## config.mk

```make
export PLATFORM = sky130hd
export DESIGN_NAME = utf16_to_utf8_transcoder_unit
export DESIGN_NICKNAME = d
export VERILOG_FILES = /design/src/rtl/core/utt_pkg.sv /design/src/rtl/core/utt_front.sv /design/src/rtl/core/utt_queue.sv /design/src/rtl/core/utt_back.sv /design/src/rtl/core/utf16_to_utf8_transcoder_unit.sv
export SDC_FILE = /design/constraint.sdc
export NUM_CORES = 1
export LEC_CHECK = 0
export BUFFER_PORTS_ARGS = -buffer_cell sky130_fd_sc_hd__buf_2
export CAP_MARGIN = 5
export CORE_ASPECT_RATIO = 0.5
export CORE_MARGIN = 1
export CORE_UTILIZATION = 55
export DETAILED_ROUTE_END_ITERATION = 8
export PLACE_DENSITY_LB_ADDON = 0.25
export SLEW_MARGIN = 20
export SYNTH_ARGS = -nofsm -noshare
export SYNTH_HDL_FRONTEND = slang
export SYNTH_HIERARCHICAL = 1
export SYNTH_SLANG_ARGS = --single-unit
```

## constraint.sdc

```tcl
create_clock -name clk -period 12.05 [get_ports clk]
set_clock_uncertainty 0.05 [all_clocks]
set_input_delay 0.6025 -clock clk [delete_from_list [all_inputs] [get_ports clk]]
set_output_delay 0.6025 -clock clk [all_outputs]
set_load 0.1 [all_outputs]
```

## src/rtl/core/utt_pkg.sv

```systemverilog
// ----------------------------------------------------------------------------
// utt_pkg: shared types and constants of the UTF-16 to UTF-8 transcoder
// Code unit classes, register indexes, byte encoding helpers and the
// descriptor that the front end hands to the back end through the queue.
// ----------------------------------------------------------------------------
package utt_pkg;

    localparam int UNIT_W     = 16;  // one UTF-16 code unit
    localparam int LEN_W      = 20;  // reported length
    localparam int SUM_W      = LEN_W + 1;
    localparam int CAP_CFG_W  = 16;  // capacity register
    localparam int CFG_IDX_W  = 1;
    localparam int CFG_DATA_W = 16;
    localparam int MAX_RES    = 6;   // results one unit can cause
    localparam int CNT_W      = 3;
    localparam int Q_DEPTH    = 2;
    localparam int Q_PTR_W    = 1;
    localparam int CP_W       = 21;  // supplementary code point

    // Register indexes of the configuration port
    localparam logic [CFG_IDX_W-1:0] REG_CAPACITY   = 1'd0;
    localparam logic [CFG_IDX_W-1:0] REG_COUNT_ONLY = 1'd1;

    localparam logic [UNIT_W-1:0] ONE_BYTE_MAX  = 16'h007f;
    localparam logic [UNIT_W-1:0] TWO_BYTE_MAX  = 16'h07ff;
    localparam logic [UNIT_W-1:0] HIGH_SURR_LO  = 16'hd800;
    localparam logic [UNIT_W-1:0] HIGH_SURR_HI  = 16'hdbff;
    localparam logic [5:0]        HIGH_SURR_TAG = 6'b110110;
    localparam logic [5:0]        LOW_SURR_TAG  = 6'b110111;
    localparam logic [CP_W-1:0]   BMP_SPAN      = 21'h10000;

    localparam logic [7:0] LEAD2 = 8'hc0;
    localparam logic [7:0] LEAD3 = 8'he0;
    localparam logic [7:0] LEAD4 = 8'hf0;
    localparam logic [7:0] CONT  = 8'h80;

    typedef enum logic [1:0] {
        KIND_ONE,
        KIND_TWO,
        KIND_THREE,
        KIND_HOLD
    } unit_kind_t;

    // One queue entry: every result that one accepted unit causes
    typedef struct packed {
        logic [MAX_RES-1:0][7:0] seq;     // bytes in output order, slot 0 first
        logic [CNT_W-1:0]        cnt;     // number of results, 1..MAX_RES
        logic                    has_end; // last slot closes the string
        logic                    end_wr;  // closing NUL is a real write
        logic [LEN_W-1:0]        len;
        logic                    trunc;
    } entry_t;

    // Three-byte form of a BMP unit
    function automatic logic [2:0][7:0] enc3(input logic [UNIT_W-1:0] u);
        logic [2:0][7:0] b;
        b[0] = LEAD3 | {4'b0, u[15:12]};
        b[1] = CONT  | {2'b0, u[11:6]};
        b[2] = CONT  | {2'b0, u[5:0]};
        return b;
    endfunction

    // Saturate a grown length
    function automatic logic [LEN_W-1:0] sat_len(input logic [SUM_W-1:0] s);
        return s[LEN_W] ? {LEN_W{1'b1}} : s[LEN_W-1:0];
    endfunction

endpackage

```

## src/rtl/core/utt_front.sv

```systemverilog
// ----------------------------------------------------------------------------
// utt_front: unit classifier and string state
// Holds the configuration and the per-string state, classifies each accepted
// code unit and builds, combinationally, the list of bytes it causes.
// ----------------------------------------------------------------------------
module utt_front #(
    parameter int MAX_CAPACITY = 65535
) (
    input  logic                            clk,
    input  logic                            rst_n,
    input  logic                            cfg_wr_en,
    input  logic [utt_pkg::CFG_IDX_W-1:0]   cfg_index,
    input  logic [utt_pkg::CFG_DATA_W-1:0]  cfg_wdata,
    input  logic                            accept,
    input  logic [utt_pkg::UNIT_W-1:0]      code_unit,
    output logic                            enq_valid,
    output utt_pkg::entry_t                 enq_entry
);
    import utt_pkg::*;

    localparam int CAP_W = $clog2(MAX_CAPACITY + 1);

    logic [CAP_CFG_W-1:0] capacity_reg, capacity_next;
    logic                 count_only_reg, count_only_next;
    logic [9:0]           held_reg, held_next;
    logic                 held_valid_reg, held_valid_next;
    logic [LEN_W-1:0]     bsf_reg, bsf_next;
    logic                 stopped_reg, stopped_next;

    logic [CAP_W-1:0]     cap_eff;
    logic [SUM_W-1:0]     cap_ext;
    logic                 go0, flush, pair, go_b, is_end, do_b, hold_b, seq_b;
    logic [UNIT_W-1:0]    hi_unit;
    logic [CP_W-1:0]      cp;
    logic [3:0][7:0]      bytes_a;
    logic [2:0][7:0]      bytes_b;
    logic [CNT_W-1:0]     n_a, n_b, off_b, cnt;
    logic [SUM_W-1:0]     sum_a, sum_b;
    logic                 fit_a, fit_b, emit_a, emit_b, stop_a, stop_b;
    logic [LEN_W-1:0]     bsf_a, bsf_b;
    unit_kind_t           kind;
    logic [CNT_W-1:0]     kk, rel;

    // Clamp capacity to the largest supported buffer
    always_comb
    begin
        if ({{(SUM_W-CAP_CFG_W){1'b0}}, capacity_reg} > SUM_W'(MAX_CAPACITY))
            cap_eff = CAP_W'(MAX_CAPACITY);
        else
            cap_eff = CAP_W'(capacity_reg);
        cap_ext = SUM_W'(cap_eff);
    end

    // Classify the incoming unit
    always_comb
    begin
        if (code_unit inside {[16'h0000:ONE_BYTE_MAX]})
            kind = KIND_ONE;
        else if (code_unit inside {[16'h0080:TWO_BYTE_MAX]})
            kind = KIND_TWO;
        else if (code_unit inside {[HIGH_SURR_LO:HIGH_SURR_HI]})
            kind = KIND_HOLD;
        else
            kind = KIND_THREE;
    end

    // Encode the unit's own sequence
    always_comb
    begin
        bytes_b = enc3(code_unit);
        n_b     = 3'd3;
        case (kind)
            KIND_ONE:
            begin
                bytes_b[0] = code_unit[7:0];
                n_b        = 3'd1;
            end
            KIND_TWO:
            begin
                bytes_b[0] = LEAD2 | {3'b0, code_unit[10:6]};
                bytes_b[1] = CONT  | {2'b0, code_unit[5:0]};
                n_b        = 3'd2;
            end
            default:
            begin
                bytes_b = enc3(code_unit);
                n_b     = 3'd3;
            end
        endcase
    end

    // Flush the held high surrogate, then handle the unit itself
    always_comb
    begin
        go0     = count_only_reg || !stopped_reg;
        flush   = go0 && held_valid_reg;
        pair    = flush && (code_unit[15:10] == LOW_SURR_TAG);
        hi_unit = {HIGH_SURR_TAG, held_reg};
        cp      = BMP_SPAN + CP_W'({held_reg, code_unit[9:0]});

        if (pair)
        begin
            bytes_a[0] = LEAD4 | {5'b0, cp[20:18]};
            bytes_a[1] = CONT  | {2'b0, cp[17:12]};
            bytes_a[2] = CONT  | {2'b0, cp[11:6]};
            bytes_a[3] = CONT  | {2'b0, cp[5:0]};
            n_a        = 3'd4;
        end
        else
        begin
            bytes_a[2:0] = enc3(hi_unit);
            bytes_a[3]   = '0;
            n_a          = 3'd3;
        end

        // bsf + n + 1 <= cap is the same as bsf + n < cap
        sum_a  = {1'b0, bsf_reg} + SUM_W'(n_a);
        fit_a  = sum_a < cap_ext;
        emit_a = flush && !count_only_reg && fit_a;
        stop_a = stopped_reg || (flush && !count_only_reg && !fit_a);
        if (!flush)
            bsf_a = bsf_reg;
        else if (count_only_reg)
            bsf_a = sat_len(sum_a);
        else if (fit_a)
            bsf_a = sum_a[LEN_W-1:0];
        else
            bsf_a = bsf_reg;

        go_b   = go0 && !(flush && !count_only_reg && !fit_a);
        is_end = !pair && (code_unit == '0);
        do_b   = !pair && !is_end && go_b;
        hold_b = do_b && (kind == KIND_HOLD);
        seq_b  = do_b && (kind != KIND_HOLD);

        sum_b  = {1'b0, bsf_a} + SUM_W'(n_b);
        fit_b  = sum_b < cap_ext;
        emit_b = seq_b && !count_only_reg && fit_b;
        stop_b = stop_a || (seq_b && !count_only_reg && !fit_b);
        if (!seq_b)
            bsf_b = bsf_a;
        else if (count_only_reg)
            bsf_b = sat_len(sum_b);
        else if (fit_b)
            bsf_b = sum_b[LEN_W-1:0];
        else
            bsf_b = bsf_a;
    end

    // Pack the results into slots: flushed sequence, own sequence, NUL
    always_comb
    begin
        off_b = emit_a ? n_a : '0;
        cnt   = (emit_a ? n_a : '0) + (emit_b ? n_b : '0) + CNT_W'(is_end);
        kk    = '0;
        rel   = '0;
        enq_entry.seq = '0;
        for (int k = 0; k < MAX_RES; k++)
        begin
            kk  = CNT_W'(k);
            rel = kk - off_b;
            if (emit_a && kk < n_a)
                enq_entry.seq[k] = bytes_a[kk[1:0]];
            else if (emit_b && kk >= off_b && rel < n_b)
                enq_entry.seq[k] = bytes_b[rel[1:0]];
        end
        enq_entry.cnt     = cnt;
        enq_entry.has_end = is_end;
        enq_entry.end_wr  = !count_only_reg;
        enq_entry.len     = bsf_a;
        enq_entry.trunc   = !count_only_reg && stop_a;
        enq_valid         = accept && (cnt != '0);
    end

    // Next string state and configuration
    always_comb
    begin
        capacity_next   = capacity_reg;
        count_only_next = count_only_reg;
        held_next       = held_reg;
        held_valid_next = held_valid_reg;
        bsf_next        = bsf_reg;
        stopped_next    = stopped_reg;

        if (cfg_wr_en)
        begin
            case (cfg_index)
                REG_CAPACITY:   capacity_next   = cfg_wdata;
                REG_COUNT_ONLY: count_only_next = cfg_wdata[0];
                default:        ;
            endcase
        end

        if (accept)
        begin
            if (is_end)
            begin
                held_next       = '0;
                held_valid_next = 1'b0;
                bsf_next        = '0;
                stopped_next    = 1'b0;
            end
            else
            begin
                bsf_next     = bsf_b;
                stopped_next = stop_b;
                if (hold_b)
                begin
                    held_next       = code_unit[9:0];
                    held_valid_next = 1'b1;
                end
                else if (flush)
                begin
                    held_next       = '0;
                    held_valid_next = 1'b0;
                end
            end
        end
    end

    // Hold state
    always_ff @(posedge clk or negedge rst_n)
    begin
        if (!rst_n)
        begin
            capacity_reg   <= CAP_CFG_W'(256);
            count_only_reg <= 1'b0;
            held_reg       <= '0;
            held_valid_reg <= 1'b0;
            bsf_reg        <= '0;
            stopped_reg    <= 1'b0;
        end
        else
        begin
            capacity_reg   <= capacity_next;
            count_only_reg <= count_only_next;
            held_reg       <= held_next;
            held_valid_reg <= held_valid_next;
            bsf_reg        <= bsf_next;
            stopped_reg    <= stopped_next;
        end
    end

`ifndef NO_ASSERTIONS
    // A terminator leaves the string state clean
    a_end_clears: assert property (@(posedge clk) disable iff (!rst_n)
        (accept && code_unit == '0) |=>
            (bsf_reg == '0 && !held_valid_reg && !stopped_reg))
        else $error("string state not cleared after terminator");

    // Write mode never advances the length to the capacity or beyond
    a_room: assert property (@(posedge clk) disable iff (!rst_n)
        (accept && !count_only_reg && enq_valid && !enq_entry.has_end) |->
            (bsf_b < LEN_W'(cap_eff)))
        else $error("write mode length reached capacity");
`endif

endmodule

```

## src/rtl/core/utt_queue.sv

```systemverilog
// ----------------------------------------------------------------------------
// utt_queue: descriptor queue between front and back end
// A short register queue that lets the front take units while the back end
// still drains earlier bytes.
// ----------------------------------------------------------------------------
module utt_queue (
    input  logic            clk,
    input  logic            rst_n,
    input  logic            wr_en,
    input  utt_pkg::entry_t wr_data,
    input  logic            rd_en,
    output logic            rd_valid,
    output utt_pkg::entry_t rd_data,
    output logic            full
);
    import utt_pkg::*;

    entry_t               mem_reg [Q_DEPTH];
    logic [Q_PTR_W-1:0]   wr_ptr_reg, wr_ptr_next;
    logic [Q_PTR_W-1:0]   rd_ptr_reg, rd_ptr_next;
    logic [Q_PTR_W:0]     count_reg, count_next;
    logic                 do_wr, do_rd;

    // Advance pointers and occupancy
    always_comb
    begin
        do_wr       = wr_en && !full;
        do_rd       = rd_en && rd_valid;
        wr_ptr_next = wr_ptr_reg;
        rd_ptr_next = rd_ptr_reg;
        if (do_wr)
            wr_ptr_next = (wr_ptr_reg == Q_PTR_W'(Q_DEPTH - 1)) ? '0 : wr_ptr_reg + 1'b1;
        if (do_rd)
            rd_ptr_next = (rd_ptr_reg == Q_PTR_W'(Q_DEPTH - 1)) ? '0 : rd_ptr_reg + 1'b1;
        count_next = count_reg + (Q_PTR_W+1)'(do_wr) - (Q_PTR_W+1)'(do_rd);
    end

    assign full     = (count_reg == (Q_PTR_W+1)'(Q_DEPTH));
    assign rd_valid = (count_reg != '0);
    assign rd_data  = mem_reg[rd_ptr_reg];

    // Hold control state
    always_ff @(posedge clk or negedge rst_n)
    begin
        if (!rst_n)
        begin
            wr_ptr_reg <= '0;
            rd_ptr_reg <= '0;
            count_reg  <= '0;
        end
        else
        begin
            wr_ptr_reg <= wr_ptr_next;
            rd_ptr_reg <= rd_ptr_next;
            count_reg  <= count_next;
        end
    end

    // Store the entry
    always_ff @(posedge clk)
    begin
        if (do_wr)
            mem_reg[wr_ptr_reg] <= wr_data;
    end

`ifndef NO_ASSERTIONS
    // Occupancy stays within depth
    a_count: assert property (@(posedge clk) disable iff (!rst_n)
        count_reg <= (Q_PTR_W+1)'(Q_DEPTH))
        else $error("queue occupancy out of range");

    // No write is offered while full
    a_no_overflow: assert property (@(posedge clk) disable iff (!rst_n)
        !(wr_en && full))
        else $error("write into full queue");
`endif

endmodule

```

## src/rtl/core/utt_back.sv

```systemverilog
// ----------------------------------------------------------------------------
// utt_back: byte emitter
// Takes one descriptor at a time from the queue and presents its bytes one
// per transfer, with end-of-string fields on the closing NUL.
// ----------------------------------------------------------------------------
module utt_back (
    input  logic                          clk,
    input  logic                          rst_n,
    input  logic                          q_valid,
    input  utt_pkg::entry_t               q_data,
    output logic                          q_pop,
    output logic                          empty,
    input  logic                          pop,
    output logic [7:0]                    out_byte,
    output logic                          byte_written,
    output logic                          end_of_string,
    output logic [utt_pkg::LEN_W-1:0]     total_length,
    output logic                          truncated,
    output logic                          last
);
    import utt_pkg::*;

    entry_t            cur_reg, cur_next;
    logic [CNT_W-1:0]  idx_reg, idx_next;
    logic              busy_reg, busy_next;
    logic              is_last, finish, load;

    // Advance through the current descriptor, refill from the queue
    always_comb
    begin
        is_last  = (idx_reg == cur_reg.cnt - 1'b1);
        finish   = busy_reg && pop && is_last;
        load     = q_valid && (!busy_reg || finish);
        q_pop    = load;
        cur_next = cur_reg;
        idx_next = idx_reg;
        busy_next = busy_reg;
        if (load)
        begin
            cur_next  = q_data;
            idx_next  = '0;
            busy_next = 1'b1;
        end
        else if (finish)
        begin
            busy_next = 1'b0;
        end
        else if (busy_reg && pop)
        begin
            idx_next = idx_reg + 1'b1;
        end
    end

    // Drive the result fields
    always_comb
    begin
        empty         = !busy_reg;
        last          = is_last;
        end_of_string = cur_reg.has_end && is_last;
        out_byte      = cur_reg.seq[idx_reg];
        byte_written  = end_of_string ? cur_reg.end_wr : 1'b1;
        total_length  = end_of_string ? cur_reg.len : '0;
        truncated     = end_of_string && cur_reg.trunc;
    end

    // Hold control state
    always_ff @(posedge clk or negedge rst_n)
    begin
        if (!rst_n)
        begin
            idx_reg  <= '0;
            busy_reg <= 1'b0;
        end
        else
        begin
            idx_reg  <= idx_next;
            busy_reg <= busy_next;
        end
    end

    // Hold the descriptor
    always_ff @(posedge clk)
    begin
        cur_reg <= cur_next;
    end

`ifndef NO_ASSERTIONS
    // The byte index stays inside a non-empty descriptor
    a_idx: assert property (@(posedge clk) disable iff (!rst_n)
        busy_reg |-> (cur_reg.cnt != '0 && idx_reg < cur_reg.cnt))
        else $error("byte index outside descriptor");

    // The closing NUL is always the final result of its unit
    a_end_last: assert property (@(posedge clk) disable iff (!rst_n)
        (!empty && end_of_string) |-> last)
        else $error("end of string not on last result");
`endif

endmodule

```

## src/rtl/core/utf16_to_utf8_transcoder_unit.sv

```systemverilog
// ----------------------------------------------------------------------------
// utf16_to_utf8_transcoder_unit: UTF-16 to UTF-8 transcoder
// Converts a stream of UTF-16 code units into UTF-8 bytes with a bounded
// destination, truncation report and a count-only mode.
//
//   Channel   Handshake           Payload
//   -------   -----------------   -----------------------------------------
//   input     push / full         code_unit
//   result    pop / empty         out_byte, byte_written, end_of_string,
//                                 total_length, truncated, last
//   config    cfg_wr_en           cfg_index, cfg_wdata (capacity, count_only)
//
// A unit is taken in any cycle the two-entry descriptor queue has room and is
// classified in that cycle; the back end then sends one byte per cycle in which
// pop is high. A unit causes up to six results; one that causes none puts
// nothing in the queue. A unit's bytes pass through a queue entry and then the
// back end's descriptor register. Reset sets capacity to 256, write mode, and
// empties the queue. full rises while the queue holds two descriptors; a
// stalled pop holds the back end, and the front takes units until the queue is full.
// ----------------------------------------------------------------------------
module utf16_to_utf8_transcoder_unit #(
    parameter int MAX_CAPACITY = 65535
) (
    input  logic                            clk,
    input  logic                            rst_n,
    input  logic                            cfg_wr_en,
    input  logic [utt_pkg::CFG_IDX_W-1:0]   cfg_index,
    input  logic [utt_pkg::CFG_DATA_W-1:0]  cfg_wdata,
    input  logic                            push,
    output logic                            full,
    input  logic [utt_pkg::UNIT_W-1:0]      code_unit,
    output logic                            empty,
    input  logic                            pop,
    output logic [7:0]                      out_byte,
    output logic                            byte_written,
    output logic                            end_of_string,
    output logic [utt_pkg::LEN_W-1:0]       total_length,
    output logic                            truncated,
    output logic                            last
);
    import utt_pkg::*;

    logic   accept;
    logic   enq_valid;
    entry_t enq_entry;
    logic   q_full;
    logic   q_valid;
    logic   q_pop;
    entry_t q_data;

    // Take a unit whenever the queue has room
    assign accept = push && !q_full;
    assign full   = q_full;

    utt_front #(
        .MAX_CAPACITY (MAX_CAPACITY)
    ) u_front (
        .clk       (clk),
        .rst_n     (rst_n),
        .cfg_wr_en (cfg_wr_en),
        .cfg_index (cfg_index),
        .cfg_wdata (cfg_wdata),
        .accept    (accept),
        .code_unit (code_unit),
        .enq_valid (enq_valid),
        .enq_entry (enq_entry)
    );

    utt_queue u_queue (
        .clk      (clk),
        .rst_n    (rst_n),
        .wr_en    (enq_valid),
        .wr_data  (enq_entry),
        .rd_en    (q_pop),
        .rd_valid (q_valid),
        .rd_data  (q_data),
        .full     (q_full)
    );

    utt_back u_back (
        .clk           (clk),
        .rst_n         (rst_n),
        .q_valid       (q_valid),
        .q_data        (q_data),
        .q_pop         (q_pop),
        .empty         (empty),
        .pop           (pop),
        .out_byte      (out_byte),
        .byte_written  (byte_written),
        .end_of_string (end_of_string),
        .total_length  (total_length),
        .truncated     (truncated),
        .last          (last)
    );

endmodule
```

Yosys cells after proc, flatten, opt, wreduce, memory -nomap -nowiden
Memories as Yosys holds them, arrays and structs flattened. A register that Yosys moved wholly into a read port is not among the register bits.
Cells that the tools add are included.
- add/sub/neg operators: 17
- order comparisons: 33
- eq/ne operators: 7
- multiplexer cells: 63
- bitwise logic cells: 1
- reductions and logical operators: 69
- operator list (operator ; count):
    $mux W20 ; 10
    $mux W8 ; 19
    $bmux W8 S2 ; 6
    $logic_and A1 B1 Y1 ; 45
    $lt A21 B16 Y1 ; 2
    $mux W32 ; 1
    $mux W10 ; 3
    $bmux W8 S3 ; 1
    $add A17 B20 Y21 const A ; 1
    $add A20 B2 Y21 ; 1
    $add A20 B3 Y21 ; 1
    $lt A2 B3 Y1 const B ; 6
    $lt A3 B2 Y1 ; 6
    $ge A16 B1 Y1 const B ; 1
    $ge A16 B16 Y1 const B ; 1
    $ge A16 B8 Y1 const B ; 1
    $le A16 B11 Y1 const B ; 1
    $le A16 B16 Y1 const B ; 1
    $le A16 B7 Y1 const B ; 1
    $logic_not A16 Y1 ; 1
    $pmux W8 S2 ; 1
    $mux W3 ; 5
    $mux W1 ; 12
    $logic_not A1 Y1 ; 9
    31 further kinds ; 54
- bits in registers: 57
- memory bits (writable): 148
- input port bits: 38
- output and inout port bits: 34
- word-level logic and storage cells: 202
- memories kept: 1
- memory list (memory ; words ; width ; read ports ; clocked after memory_dff ; wr ports ; line ; source):
    u_queue.mem_reg ; 2 ; 74 ; 1 ; 1 ; 1 ; utt_queue.sv:18 ; entry_t mem_reg [Q_DEPTH];

Depth between registers and ports, before layout
Gate-level depths: netlist (run 1).
- word-level depth: 23
- depth in mapped cells: 52
- depth with buffers taken out: 50

Modules after synthesis
Netlist (run 1), hierarchy kept.
- modules (own cells, without submodules) (module ; instances ; cells each ; area an instance (um^2)):
    utt_front ; 1 ; 774 ; 5923.2
    utt_queue ; 1 ; 248 ; 5745.5
    utt_back ; 1 ; 174 ; 3074.2
    utf16_to_utf8_transcoder_unit ; 1 ; 1 ; 13.8

Worst setup path after synthesis (run 1)
No wires, ideal clock.
- kind: reg-to-reg
- start: register u_front.count_only_reg
- end: memory u_queue/mem_reg[0][0] (netlist name), enable pin
- library setup time: 507 ps
- arrival: 11825 ps
- data required time: 11493 ps
- slack: -332 ps
- cell stages (with the launch flop): 46
- path buffers: 3
- clock period less this slack: 12382 ps
- cell sequence: dfrtp_1 -> clkbuf_1 -> inv_1 -> a21boi_1 -> nand3_1 -> ha_1 -> fa_1 -> a21oi_1 -> nor4_4 -> a31o_2 -> o21a_1 -> ha_1 -> or4_1 -> a21oi_1 -> o32a_1 -> nand3_2 -> o31ai_2 -> clkbuf_1 -> (+10 left out) -> nand2_1 -> nor2_1 -> a211oi_1 -> nand2_1 -> a221oi_1 -> nand2_1 -> mux2_4 -> nor2_2 -> buf_6 -> nand2_1 -> nor2_1 -> fa_1 -> fa_1 -> xor2_1 -> nor3_1 -> nor2_1 -> nand2_1 -> nor2_1
- RTL lines (element ; line ; source):
    from (decl) ; utt_front.sv:24 ; logic count_only_reg, count_only_next;
    from (signal assigned) ; utt_front.sv:236 ; count_only_reg <= count_only_next;
    to (decl) ; utt_queue.sv:18 ;

==> flow_summary_export.csv, run 1 <==
group,metric,value,unit
cells_and_area,register_area,8100,um^2
critical_path,r2r_cells,49,
clock_tree,cts_made_buffers,25,
sta,setup-violations-final,0,
global_route,grt_pass1_vias,9828,
outcome,outcome,"completed",
drt,drt_iter0_markers,999,
drt,wl,36200,um
clock_tree,htree_levels,1,
logic_synthesis,synth_flop_cell,"edfxtp_1",
logic_synthesis,ys_ff_latch,279,
logic_synthesis,ys_seq_area_frac,0.548,
critical_path,cp-end-kind,"flip-flop",
cells_and_area,fin_util,0.633,
logic_synthesis,synth_top_area_share,0.452,
floorplanning,io-pin-count,72,
drt,vias,9996,
pwr,leakagePower,6.50,nW
critical_path,crit_end,"u_queue/count_reg[1]",
clock_tree,cts_tree,"built",
cells_and_area,area_delta_synth_final,10.5,%
drt,dr.pass1.iters,7,
cells_and_area,drive_gt1_frac,0.211,
floorplanning,initial_utilization,0.573,
critical_path,criticalPathCategory,"reg -> reg",
clock_tree,cts-root-buf,"clkbuf_16",
place,place_congestion,0.931,
sta,hold_viol_final,0,
clock_tree,clkTransAtPathRegs,0.07,ns
critical_path,setup.worst_path.start,"u_front/count_only_reg",
sta,period_share,0.928,
sta,whs,0.160,ns
drt,via_per_inst,6.17,
logic_synthesis,synthCells,1197,
global_route,grt_pass1_wl,56600,um
logic_synthesis,async_flop_share,0.204,
logic_synthesis,synth.cells.most_frequent,"edfxtp_1 (222), nand2_1 (92), nor2_1 (81)",
cells_and_area,largest_reg_flops,148,
critical_path,reg2reg_from,"u_front/count_only_reg",
place,portBuffers,71,
floorplanning,fp.coreArea,25800,um^2
sta,tns,0,ns
run,maxCapViolCount,0,
drt,drcViolationCount,0,
logic_synthesis,yosys.area.top_type,"edfxtp_1",
global_route,grt_max_degree,76,
drt,ant_nets,0,
critical_path,slowest_stage,"or4_1",
pwr,vdd_drop_max,188,uV
critical_path,r2r_setup_slack,0.87,ns
place,dpl.hpwl,25800,um
global_route,grt_usage,0.268,
logic_synthesis,yosys_warnings,6,
critical_path,slowest_delay,0.55,ns
pwr,power.density,241,nW/um^2
floorplanning,die_area,27500,um^2
clock_tree,clockBufferDepth,3,
global_route,gr-total-overflow,0,
critical_path,start_kind,"flip-flop",
sta,drv_slew,0,
critical_path,worstPathMaxFanout,14,
critical_path,required,12.47,ns
floorplanning,row_count,41,
drt,wl_per_cell,22.3,um
floorplanning,die_x,234,um
sta,slew_headroom,0.318,
clock_tree,clock_latency,0.55,ns
cells_and_area,n_fill_cell,1986,
hold_path,hp-class,"in -> async",
clock_tree,numClockSinks,279,
logic_synthesis,synth.most_common_cell,"edfxtp_1",
cells_and_area,multi_input_comb_area,6130,um^2
logic_synthesis,synthesis.area_per_instance,12.3,um^2
cells_and_area,nNetsFinal,1343,
sta,period_minus_slack,11.18,ns
logic_synthesis,synth_area_leaders,"edfxtp_1 (45%), dfrtp_1 (9.5%), mux2_4 (5.2%), ha_1 (3.6%), nand2_1 (2.3%)",
logic_synthesis,syn-cell-area,14800,um^2
critical_path,timing.rr.end,"u_queue/count_reg[1]",
sta,fmax,0.0895,GHz
floorplanning,die_h,118,um
logic_synthesis,synth_edf_count,222,
sta,worstMarginPinSlew,1.02,ns
sta,rsz0062_at_grt,"false",
critical_path,critPathArrivalTime,11.60,ns
logic_synthesis,ys_types,102,
global_route,antenna_found_initial,1,
==> repair_timing <==
| action | CTS | global route |
|---|---|---|
| gates resized for setup | 0 | 3 |
| endpoints found under the setup margin | 0 | 144 |
| buffers inserted | 0 | 3 |
| hold buffers | 0 | 0 |
==> per-stage QoR <==
stage                     total power, mW  area (um^2)  cells  setup slack (ns)
after floorplan                      2.72        14800   1199             0.909
after global placement               3.04        15400   1571              1.03
after detailed placement             3.08        15400   1571             0.494
after CTS                            3.93        16200   1616             0.449
after global routing                 4.12        16300   1621            0.0273
final                                3.93        16300   1621             0.873
==> final cells by class <==
| type | instances | area share |
|---|---|---|
| Multi-Input combinational cell | 805 | 0.376 |
| Tap cell | 344 | 0.0264 |
| Sequential cell | 279 | 0.497 |
| Inverter | 53 | 0.0122 |
| Clock buffer | 31 | 0.0410 |
| Timing Repair Buffer | 94 | 0.0349 |
| Antenna cell | 1 | 0.000154 |
| Clock inverter | 14 | 0.0124 |
==> routing by layer <==
metal | share of wire | GRT usage
met5 | 0 | 0
met2 | 0.46 | 0.425
met1 | 0.45 | 0.381
met3 | 0.068 | 0.0468
met4 | 0.023 | 0.0682
==> kinds of logic after synthesis <==
family | count (synthesis) | share of synthesized area
flip-flops | 279 | 0.548
other | 1 | 0.000254
buffers and inverters | 116 | 0.0386
multiplexers | 110 | 0.101
AND/OR/NAND/NOR | 345 | 0.125
XOR/XNOR | 38 | 0.0236
adder cells (fa/ha/maj) | 47 | 0.0419
AO/OA/AOI/OAI | 261 | 0.122
==> placed cells by master, fill, tap and decap left out, drive strengths merged, types with 6 or more instances in the layout <==
cell type,instances
edfxtp,222
buf,94
nand2,93
nor2,84
mux2,78
o21ai,73
dfrtp,56
inv,54
a21oi,51
ha,43
and3,34
nand3,31
clkbuf,31
mux2i,24
xnor2,23
a22oi,21
nand4,21
nor3,20
a21o,15
xor2,14
nor4,13
o22ai,12
a22o,11
a211oi,11
o31ai,9
nor2b,9
mux4,8
nand2b,8
o21a,8
and2,8
a221o,6
a31oi,6
==> worst min path at each step <==
| stage | end | slack [ns] | cells after the start | from |
|---|---|---|---|---|
| final | u_front/cap_eff[14] | 0.16 | 2 | rst_n |
| after detailed placement | u_queue/count_reg[1] | 0.45 | 1 | u_queue/count_reg[1] |
| after CTS | u_front/cap_eff[5] | 0.18 | 3 | cfg_wdata[5] |
| after floorplan | u_back/busy_reg | 0.26 | 0 | rst_n |
| after global routing | u_front/cap_eff[2] | 0.21 | 3 | cfg_wdata[2] |
| after global placement | u_queue/count_reg[1] | 0.43 | 1 | u_queue/count_reg[1] |
==> critical path: cells and delay by family, from the launching register on <==
kind                     cells  cell delay, ns
AND/OR/NAND/NOR             23            4.40
AO/OA/AOI/OAI                9            2.06
buffers and inverters        4            0.68
XOR/XNOR                     4            0.83
adder cells (fa/ha/maj)      8            2.26
flip-flops                   1            0.38
multiplexers                 1            0.38
==> power breakdown <==
| group | switching, mW | leakage (nW) | internal (mW) | total, mW |
|---|---|---|---|---|
| Combinational | 1.10 | 3.35 | 0.559 | 1.65 |
| Clock | 0.364 | 0.413 | 0.486 | 0.850 |
| Sequential | 0.152 | 2.75 | 1.27 | 1.43 |
No activity file was read; power rests on OpenSTA's default activity.
==> inputs of run 2 (changes only) <==
CORE_ASPECT_RATIO = default   (was 0.5)
CORE_UTILIZATION = 45   (was 55)
SYNTH_HIERARCHICAL = default   (was 1)
==> run 2 against run 1 <==
Critical path type unchanged. Critical path depth decreased by 9. Cell area fell by 3.0%. Sequential cell count decreased by 3. Clock power rose by 4.0%. Non-clock buffer count fell by 5. Final cell count rose by 0.12%. Synthesized cell count decreased by 4.5%. Area after synthesis decreased by 4.6%. Routed wire length decreased by 5.6%. Largest cell class unchanged. Clock-buffer cell count up 13. Sequential power up 4%. Fmax grew 5.8%.
==> flow_summary_export.csv, run 2 <==
group,metric,value,unit
critical_path,worstPathMaxFanout,40,
pwr,internal-power,2.45,mW
global_route,grt_pass1_vias,9111,
cells_and_area,final_common_cell,"edfxtp_1",
critical_path,criticalPathCategory,"reg -> reg",
logic_synthesis,synth_compound_area_frac,0.128,
cells_and_area,final_cell_mix,"edfxtp_1 (219), nand2_1 (86), mux2_2 (77)",
logic_synthesis,synthesis.area_per_instance,12.3,um^2
clock_tree,cts_made_buffers,28,
sta,hold_viol_final,0,
clock_tree,clockBufferDepth,3,
place,portBuffers,71,
logic_synthesis,yosys_warnings,0,
clock_tree,clkTransAtPathRegs,0.06,ns
logic_synthesis,synth.area.mux_share,0.0927,
logic_synthesis,synth_fa_ha_area_frac,0.0439,
floorplanning,die_x,179,um
drt,ant_nets,0,
logic_synthesis,synth_xor_area_frac,0.0218,
cells_and_area,nNetsFinal,1290,
place,place_congestion,0.963,
logic_synthesis,ys_types,91,
global_route,gr-total-overflow,0,
pwr,power.density,261,nW/um^2
hold_path,hp-class,"in -> async",
drt,dr.pass1.iters,5,
floorplanning,die_h,179,um
drt,wl_per_cell,21.1,um
drt,drt_iter0_markers,908,
cells_and_area,drive_gt1_frac,0.212,
sta,slew_headroom,0.291,
pwr,leakagePower,6.21,nW
critical_path,reg2reg_from,"u_front.count_only_reg",
sta,worstMarginPinSlew,1.06,ns
critical_path,critPathArrivalTime,10.75,ns
critical_path,critPathTopFamily,"simple AND/OR/NAND/NOR gates",
cells_and_area,area_delta_synth_final,12.4,%
sta,setup-violations-final,0,
critical_path,r2r_setup_slack,1.48,ns
global_route,grt_pass1_wl,52800,um
critical_path,timing.rr.end,"u_queue.mem_reg[1][36]",
critical_path,worstSetupPathDepth,40,
pwr,p_clk_frac,0.214,
logic_synthesis,synth_edf_count,219,
clock_tree,htree_levels,1,
pwr,seqPwrFrac,0.361,
logic_synthesis,synth-simple-area-share,0.114,
drt,wl,34200,um
sta,period_minus_slack,10.57,ns
clock_tree,numClockSinks,276,
pwr,pwr-share-comb,0.425,
floorplanning,io-pin-count,72,
pwr,netSwitchingFraction,0.408,
drt,vias,9539,
logic_synthesis,yosys.area.top_type,"edfxtp_1",
cells_and_area,n_fill_cell,2697,
logic_synthesis,syn-cell-area,14100,um^2
logic_synthesis,synth_area_leaders,"edfxtp_1 (47%), dfrtp_1 (10%), mux2_2 (6.2%), ha_1 (3.8%), nand2_1 (2.3%)",
logic_synthesis,synth.cells.most_frequent,"edfxtp_1 (219), nand2_1 (86), mux2_2 (77)",
floorplanning,initial_utilization,0.459,
cells_and_area,diodes,0,
critical_path,slowest_delay,0.58,ns
critical_path,critical_path_buf_inv_count,4,
critical_path,required,12.23,ns
clock_tree,cts-root-buf,"clkbuf_16",
pwr,vdd_drop_max,162,uV
critical_path,cpMostUsedCell,"ha_1",
global_route,grt_max_degree,76,
place,dpl.hpwl,24000,um
logic_synthesis,async_flop_share,0.207,
sta,drv_slew,0,
cells_and_area,fin_util,0.516,
logic_synthesis,synth_top_area_share,0.467,
cells_and_area,largest_reg_flops,146,
run,maxCapViolCount,0,
logic_synthesis,synth_flop_cell,"edfxtp_1",
logic_synthesis,ys_seq_area_frac,0.568,
logic_synthesis,synth_top_family_by_area,"compound AO/OA/AOI/OAI gates",
clock_tree,cts_resized,0,
critical_path,cp-end-kind,"flip-flop",
floorplanning,fp.coreArea,30700,um^2
critical_path,start_kind,"flip-flop",
floorplanning,row_count,64,
critical_path,crit_end,"u_queue.mem_reg[1][36]",
pwr,switching_power,1.68,mW
outcome,outcome,"completed",
sta,tns,0,ns
drt,drcViolationCount,0,
clock_tree,ctsHoldBuffers,0,
clock_tree,postCtsSetupBuffers,0,
sta,rsz0062_at_grt,"false",
global_route,antenna_found_initial,0,
critical_path,setup.worst_path.start,"u_front.count_only_reg",
drt,via_per_inst,5.88,
logic_synthesis,ys_ff_latch,276,
floorplanning,die_area,32000,um^2
clock_tree,cts_tree,"built",
sta,period_share,0.877,
logic_synthesis,synthCells,1143,
critical_path,slowest_stage,"nor3_1",
global_route,grt_usage,0.218,
clock_tree,clock_latency,0.55,ns
critical_path,r2r_cells,40,
sta,fmax,0.0946,GHz
logic_synthesis,synth.most_common_cell,"edfxtp_1",
-- run 2: worst min-delay path by stage --
stage	to	slack (ns)	start	cells past startpoint
floorplan	u_back.busy_reg	0.26	rst_n	0
global placement	u_queue.count_reg[1]	0.43	u_queue.count_reg[1]	1
detailed placement	u_queue.count_reg[1]	0.44	u_queue.count_reg[1]	1
CTS	u_front.cap_eff[9]	0.19	cfg_wdata[9]	3
global route	u_front.cap_eff[11]	0.21	cfg_wdata[11]	3
finish	u_front.cap_eff[14]	0.17	rst_n	2
-- run 2: logic make-up (layout without fill, tap and decap cells) --
logic type                 count (synthesis)  in the layout
other                                      1              4
adders and majority gates                 47             47
buffers and inverters                    111            192
muxes                                    112            112
AOI/OAI and AO/OA                        251            251
and+or+nand+nor                          310            310
DFF                                      276            276
xor gates and xnor gates                  35             35
-- run 2: area by class of cell --
| class | count | area [um^2] | share of cell area |
|---|---|---|---|
| Tap cell | 396 | 495 | 0.0313 |
| Sequential cell | 276 | 8010 | 0.506 |
| Clock buffer | 44 | 811 | 0.0512 |
| Inverter | 51 | 191 | 0.0121 |
| Multi-Input combinational cell | 759 | 5680 | 0.359 |
| Timing Repair Buffer | 89 | 503 | 0.0318 |
| Clock inverter | 8 | 134 | 0.00846 |
-- run 2: worst reg2reg max path, delay by kind of cell (launching register included) --
family / cells / cell delay (ns)
adders and majority gates: 6 / 2.12
buffers and inverters: 4 / 0.96
DFF: 1 / 0.38
AOI/OAI and AO/OA: 10 / 2.02
and+or+nand+nor: 18 / 4.29
xor gates and xnor gates: 2 / 0.43
-- run 2: metal layers --
layer / vias up / track usage / wire [um]
met2: 354 / 0.316 / 14700
li1: 4449 / - / -
met3: 56 / 0.0384 / 2580
met4: 0 / 0.0558 / 737
met5: - / 0 / 0
met1: 4680 / 0.334 / 16200
-- run 2: power groups by stage --
stage          Sequential [mW]  Combinational, mW  Clock (mW)
6_report                  1.49               1.75       0.884
5_1_grt                   1.52               1.90       0.939
4_1_cts                   1.49               1.75       0.902
3_5_place_dp              1.51               1.74           0
3_3_place_gp              1.50               1.73           0
2_1_floorplan             1.44               1.37           0
-- run 2: metrics by stage --
stage | cells | hold WS, ns | power [mW] | area [um^2] | setup WS (ns)
after floorplan | 1146 | 0.257 | 2.81 | 14100 | 0.569
after global placement | 1571 | 0.427 | 3.23 | 14900 | 1.55
after detailed placement | 1571 | 0.443 | 3.25 | 14900 | 1.30
after CTS | 1623 | 0.194 | 4.15 | 15800 | 1.48
after global routing | 1623 | 0.210 | 4.35 | 15800 | 0.645
final | 1623 | 0.174 | 4.13 | 15800 | 1.48
